===== config.mk =====
export PLATFORM = sky130hd
export DESIGN_NAME = wfc_ram
export DESIGN_NICKNAME = d
export VERILOG_FILES = /design/src/rtl/wfc_ram.sv
export SDC_FILE = /design/constraint.sdc
export NUM_CORES = 1
export LEC_CHECK = 0
export BUFFER_PORTS_ARGS = -buffer_cell sky130_fd_sc_hd__buf_4
export CAP_MARGIN = 5
export CORE_ASPECT_RATIO = 2
export CORE_MARGIN = 2
export CORE_UTILIZATION = 39
export CTS_BUF_LIST = sky130_fd_sc_hd__clkbuf_4 sky130_fd_sc_hd__clkbuf_8
export DETAILED_ROUTE_END_ITERATION = 8
export GPL_ROUTABILITY_DRIVEN = 1
export PLACE_DENSITY = 0.6
export SETUP_SLACK_MARGIN = 0.3
export SLEW_MARGIN = 15
export SYNTH_ARGS = -nofsm -noshare
export SYNTH_HDL_FRONTEND = slang
export SYNTH_SLANG_ARGS = --single-unit

===== constraint.sdc =====
create_clock -name i_clk -period 2.95 [get_ports i_clk]
set_clock_uncertainty 0.2 [all_clocks]
set_input_delay 0.1475 -clock i_clk [delete_from_list [all_inputs] [get_ports i_clk]]
set_output_delay 0.1475 -clock i_clk [all_outputs]
set_load 0.03 [all_outputs]

===== src/rtl/wfc_ram.sv =====
//------------------------------------------------------------------------------
// wfc_ram
// single write port ram with registered read
//------------------------------------------------------------------------------
module wfc_ram #(
    parameter int WIDTH = 8,
    parameter int DEPTH = 32
) (
    input  logic                     i_clk,
    input  logic                     i_we,
    input  logic [$clog2(DEPTH)-1:0] i_waddr,
    input  logic [WIDTH-1:0]         i_wdata,
    input  logic [$clog2(DEPTH)-1:0] i_raddr,
    output logic [WIDTH-1:0]         o_rdata
);
    logic [WIDTH-1:0] r_mem [DEPTH];

    always_ff @(posedge i_clk) begin
        if (i_we) begin
            r_mem[i_waddr] <= i_wdata;
        end
        o_rdata <= r_mem[i_raddr];
    end
endmodule


## Yosys cells after proc, flatten, opt, wreduce, memory -nomap -nowiden

Memories as Yosys holds them, arrays and structs flattened. A register that Yosys moved wholly into a read port is not among the register bits.
Cells that the tools add are included.

- Logic and storage cells: 3
- Output and inout port bits: 8
- Memory bits (writable): 256
- Memories: 1
- Input port bits: 20
- Flip-flop bits (word level): 0

- Mux-type cells: 2

Memory list:

| memory | depth | width | read ports | clocked after memory_dff | write ports | line | source |
|---|---|---|---|---|---|---|---|
| r_mem | 32 | 8 | 1 | 1 | 1 | 16 | `logic [WIDTH-1:0] r_mem [DEPTH];` |

Operators by type and width:

| cell | number |
|---|---|
| 2-to-1 mux 1 bit | 2 |

## Longest topological paths before layout

Gate-level depths: netlist of run 1.

- Depth after elaboration: 2
- Gate-level depth with buffers: 5
- Gate-level depth less buffers: 3

## Worst setup path before layout of run 1

Ideal clock, no wire load.

- Kind: input -> register
- Start: input i_raddr[2]
- End: register o_rdata[0] (read register of r_mem)
- Data required time: 2.629 ns
- Library setup time: 0.121 ns
- Stages: 5
- Data arrival time: 1.829 ns
- Buffers on the path: 2
- Slack: 0.800 ns
- Cells stage by stage: clkbuf_1 clkbuf_1 mux4_2 mux4_2 mux2_2

RTL lines:

| item | line | source |
|---|---|---|
| from (decl) | 13 | `input logic [$clog2(DEPTH)-1:0] i_raddr,` |
| to (decl) | 14 | `output logic [WIDTH-1:0] o_rdata` |

==> results of run 1 <==
==> power groups by stage <==
stage / registers (uW) / logic, uW / clock network [uW]
after floorplan: 4290 / 222 / 0
after global placement: 4270 / 434 / 0
after detailed placement: 4270 / 444 / 0
after CTS: 4190 / 455 / 2790
after global routing: 4190 / 472 / 2920
final: 4180 / 443 / 2720
==> synth_stat cells (all sizes together) <==
| cell | count | area [um2] |
|---|---|---|
| mux4 | 80 | 1802 |
| nor2 | 33 | 123.9 |
| dfxtp | 8 | 160.2 |
| nand2 | 1 | 3.750 |
| nand3 | 2 | 10.01 |
| mux2 | 8 | 90.09 |
| or3 | 1 | 6.260 |
| edfxtp | 256 | 7687 |
| buf | 14 | 83.82 |
| nand3b | 5 | 37.54 |
| or3b | 3 | 26.28 |
| clkbuf | 6 | 22.52 |
==> stage by stage <==
| stage | hold WS (ns) | std cells |
|---|---|---|
| 2_1_floorplan | 0.04637 | 417 |
| 3_3_place_gp | 0.3427 | 798 |
| 3_5_place_dp | 0.3350 | 798 |
| 4_1_cts | 0.009557 | 864 |
| 5_1_grt | 0.01892 | 864 |
| 6_report | 0.03155 | 864 |
==> tightest hold or removal path, delay by kind of cell <==
kind,cells,cell delay [ns]
mux,2,0.37
buf+inv,1,0.20
==> final timing paths <==
check / start / to / depth (start not counted) / slack, ns
worst max-delay path: r_mem[30][7] / o_rdata[7] / 3 / 0.94
worst min-delay path: i_raddr[4] / o_rdata[6] / 3 / 0.03
worst max register to register: r_mem[30][7] / o_rdata[7] / 3 / 0.94
worst min register to register: r_mem[31][6] / o_rdata[6] / 3 / 0.70
==> layer usage <==
layer	track usage	up-vias
met1	0.1626	2418
met5	0	-
met4	0.06099	0
met2	0.3419	113
li1	-	1946
met3	0.02141	41
==> cells in the final DEF, fill, tap and decap left out, drive strengths merged <==
master         n
mux2           8
nor2          33
edfxtp       256
dlygate4sd3    9
nand3          2
nand3b         5
nand2          1
or3            1
buf           61
bufinv         2
clkinv         5
or3b           3
mux4          80
clkbuf        50
dfxtp          8
==> registers in the layout (all words and copies together) (netlist names) <==
name	flops
r_mem	256
o_rdata	8
==> area by class of cell <==
type | count | area [um2]
fillers | 2185 | 13890
multi-input cells | 133 | 2100
clock buffers | 50 | 606.8
well taps | 340 | 425.4
repair buffers | 70 | 598.1
flip-flops and latches | 264 | 7848
clock inverters | 7 | 81.33
==> cells by family after synthesis <==
logic type,after synthesis,share of synthesized area
buffers and inverters,20,0.01058
DFF,264,0.7806
muxes,88,0.1882
and+or+nand+nor,45,0.02066
==> results.json, run 1 <==
{
  "critPathLaunchType": "flip-flop",
  "timing.critical_path.cells": "mux4_2, mux4_2, mux2_2",
  "worst_pin_slew_ns": 1.079,
  "drive_gt1_frac": 0.3931,
  "synth-seq-area-share": 0.7806,
  "relSlewSlack": 0.2782,
  "synth_cell_types": 15,
  "synth.avg_cell_area_um2": 24.11,
  "grt_max_degree": 35,
  "portBuffers": 27,
  "route.detailed.drc": 0,
  "slowest_stage": "mux4_2",
  "power_density_nw_per_um2": 630.5,
  "dp_hpwl_um": 14820,
  "grt_pass1_wl_um": 32060,
  "irDropWorstVdd_uv": 270.1,
  "power_switching_uw": 1493,
  "p_comb_frac": 0.060,
  "grt.overflow.total": 0,
  "drt-initial-drc-count": 274,
  "cp-end-kind": "flip-flop",
  "routabilityCongestion": 0.7993,
  "cp.required_ns": 3.15,
  "start_util": 0.3935,
  "status": "complete, no violations",
  "placed_cell_area_um2": 10880,
  "area_growth_pct": 15.97,
  "hold_viol_final": 0,
  "clock_latency_ns": 0.52,
  "grt_pass1_vias": 4904,
  "cts_sinks": 264,
  "switching_share": 0.2031,
  "path_buf_inv": 0,
  "setup_viol": 0,
  "clock_path_buffers": 3,
  "timing.fmax_mhz": 497.2,
  "synth_warnings": 0,
  "ant_nets": 0,
  "cpLargestDelayFamily": "multiplexers",
  "cpMostUsedCell": "mux4_2",
  "via_count": 4518,
  "drv_cap": 0,
  "seqPwrFrac": 0.569,
  "die_w_um": 117.5,
  "power_uw": 7351,
  "period_share": 0.6818,
  "cts_tree": "done",
  "layout_setup_ws_ns": 0.9388,
  "nets": 523,
  "rsz0062_at_grt": "false",
  "syn_inst": 417,
  "postLayoutCellArea_um2": 11660,
  "rows": 83,
  "postLayoutCoreUtil": 0.4564,
  "die_area_um2": 27160,
  "cts_inserted_buffers": 34,
  "clkPwrFrac": 0.370,
  "cts_setup_buffers": 0,
  "cts.htree.levels": 2,
  "clockRootBuffer": "clkbuf_8",
  "antenna_found_initial": 0,
  "syn-num-nets": 437,
  "worst_ep_arrival_time_ns": 2.22,
  "grt_usage": 0.1652,
  "first_pass_iters": 4,
  "viasPerCell": 5.229,
  "hold_path_class": "input port to flip-flop",
  "post-route-min-period_ns": 2.011,
  "slew_viol_final": 0,
  "worst-path-max-fanout": 1,
  "cts_resized": 0,
  "wl_met1_um": 7122,
  "worstSetupPathType": "flip-flop to flip-flop",
  "wl_met2_um": 13380,
  "p_int_uw": 5858,
  "place_ws_ns": 0.5520,
  "dr.max_layer_used": "met4",
  "wire_per_inst_um": 25.23,
  "wl_um": 21800,
  "synth_seq_cells": 264,
  "synth_area_um2": 10050,
  "p_leak_uw": 0.003700,
  "core_um2": 25550,
  "fin_tns_setup_ns": 0,
  "ios": 28,
  "diodes": 0,
  "routed-wl-met3_um": 701,
  "clk_pin_slew_worst_paths_ns": 0.08,
  "max_stage_delay_ns": 0.52,
  "die_y_um": 231.1,
  "hold_buffers": 9
}
Power figures use the tool's default switching activity.
==> inputs of run 2 (changes only) <==
- PLACE_DENSITY: 0.6 -> 0.62
- clock period: 2.95 -> 1.6 ns (I/O delays scaled with it)
==> run 2 against run 1 <==
The run now ends with hold timing, setup timing left. Clock power grew 100%. Clock-buffer cell count decreased by 3. Final cell count rose by 0.93%. Utilization rose by 2.4 points.
==> results.json, run 2 (same netlist as run 1, synthesis figures left out) <==
{
  "status": "finished with violations",
  "violations": "hold timing, setup timing",
  "worstHoldStart": "i_raddr[4]",
  "post-route-min-period_ns": 2.107,
  "die_w_um": 117.5,
  "antenna_found_initial": 0,
  "whs_endpoint": "o_rdata[5]",
  "reg.largest.list": "r_mem x256, o_rdata x8",
  "wire_per_inst_um": 25.45,
  "grt.overflow.total": 0,
  "route.detailed.drc": 0,
  "portBuffers": 27,
  "clock_path_buffers": 3,
  "grt_usage": 0.1675,
  "critPathLaunchType": "flip-flop",
  "postLayoutCellArea_um2": 12260,
  "area_growth_pct": 21.98,
  "met2_usage": 0.3226,
  "timing.fmax_mhz": 474.6,
  "worst_ep_arrival_time_ns": 2.31,
  "cts_inserted_buffers": 35,
  "hold_path_class": "input port to flip-flop",
  "drt-initial-drc-count": 277,
  "gr-usage-met1": 0.1780,
  "met3_usage": 0.02190,
  "irDropWorstVdd_uv": 451.4,
  "cp-end-kind": "flip-flop",
  "drv_cap": 0,
  "rr_worst_depth": 3,
  "worstSetupPathType": "flip-flop to flip-flop",
  "multi_input_area_um2": 2346,
  "grt_max_degree": 33,
  "power_density_nw_per_um2": 1154,
  "drive_gt1_frac": 0.4605,
  "setup_viol": 8,
  "holdPathStages": 3,
  "top_usage_layer": "met2",
  "post-place-cells": 791,
  "viasPerCell": 5.179,
  "die_y_um": 231.1,
  "ant_nets": 0,
  "grt_pass1_wl_um": 32940,
  "placed_cell_area_um2": 11130,
  "cts.htree.levels": 2,
  "start_util": 0.3935,
  "via_count": 4516,
  "wl_um": 22190,
  "final_common_cell": "edfxtp_1",
  "power_uw": 14150,
  "hold-worst-slack_ns": -0.01537,
  "first_pass_iters": 4,
  "grt_pass1_vias": 4987,
  "ios": 28,
  "hold_viol_final": 6,
  "instances_no_fill": 872,
  "rsz0062_at_grt": "true",
  "top_register": "r_mem",
  "clock_latency_ns": 0.54,
  "cts_sinks": 264,
  "place_ws_ns": -0.7357,
  "worst_pin_slew_ns": 0.3872,
  "r2r_start": "r_mem[13][7]",
  "layout_common_cells": "edfxtp_1, mux4_2, clkbuf_8, buf_4, nor2_4",
  "register_area_um2": 7856,
  "slew_viol_final": 0,
  "nets": 530,
  "die_area_um2": 27160,
  "cts_tree": "done",
  "diodes": 0,
  "cp.required_ns": 1.80,
  "dp_hpwl_um": 14880,
  "rows": 83,
  "largest_register_ffs": 256,
  "layout_setup_ws_ns": -0.5070,
  "hold_buffers": 15,
  "p_leak_uw": 0.003885,
  "routabilityCongestion": 0.7715,
  "r2r-end": "o_rdata[7]",
  "relSlewSlack": 0.7411,
  "clk_pin_slew_worst_paths_ns": 0.08,
  "r2r_slack_ns": -0.51,
  "nFillCells": 2120,
  "worst-path-max-fanout": 1,
  "core_um2": 25550,
  "postLayoutCoreUtil": 0.4800,
  "clockRootBuffer": "clkbuf_8",
  "period_share": 1.317
}
==> run 2: routing by layer <==
| layer | wire (um) | vias to the layer above |
|---|---|---|
| met3 | 680 | 46 |
| met4 | 910 | 0 |
| li1 | - | 1962 |
| met5 | 0 | - |
| met1 | 7732 | 2402 |
| met2 | 12870 | 106 |
==> run 2: worst max path at each step <==
| stage | slack [ns] | startpoint | to |
|---|---|---|---|
| global route | -0.54 | r_mem[19][1] | o_rdata[1] |
| detailed placement | -0.74 | i_raddr[0] | o_rdata[1] |
| finish | -0.51 | r_mem[13][7] | o_rdata[7] |
| CTS | -0.51 | r_mem[19][1] | o_rdata[1] |
| global placement | -0.75 | i_raddr[0] | o_rdata[1] |
| floorplan | -0.28 | i_raddr[0] | o_rdata[0] |
==> run 2: where the power goes <==
| part | switching [uW] | internal (uW) |
|---|---|---|
| sequential | 33.8 | 7690 |
| combinational | 525 | 457 |
| clock | 2420 | 3030 |
| total | 2980 | 11200 |
==> run 2: cell type report <==
class | count | area share
Timing Repair Buffer | 76 | 0.07224
Clock buffer | 47 | 0.04765
Clock inverter | 12 | 0.01347
Sequential cell | 264 | 0.6406
Tap cell | 340 | 0.03469
Multi-Input combinational cell | 133 | 0.1913
==> run 2: critical path, stage by stage (launching register included) <==
cell and delay (ns):
edfxtp_1 0.38, mux4_2 0.55, mux4_2 0.57, mux2_4 0.29
==> run 2: through the flow <==
stage	hold WS (ns)	TNS (ns)
after floorplan	-0.02113	-2.498
after CTS	-0.04451	-3.692
after global routing	-0.02524	-3.742
after detailed placement	0.2724	-5.950
final	-0.01537	-3.494
after global placement	0.2733	-5.369
==> run 2: what timing repair did <==
action	in CTS	in global routing
setup endpoints to repair	15	234
pin swaps	0	11
buffers inserted	0	7
hold endpoints to repair	397	11
gates resized for setup	21	12
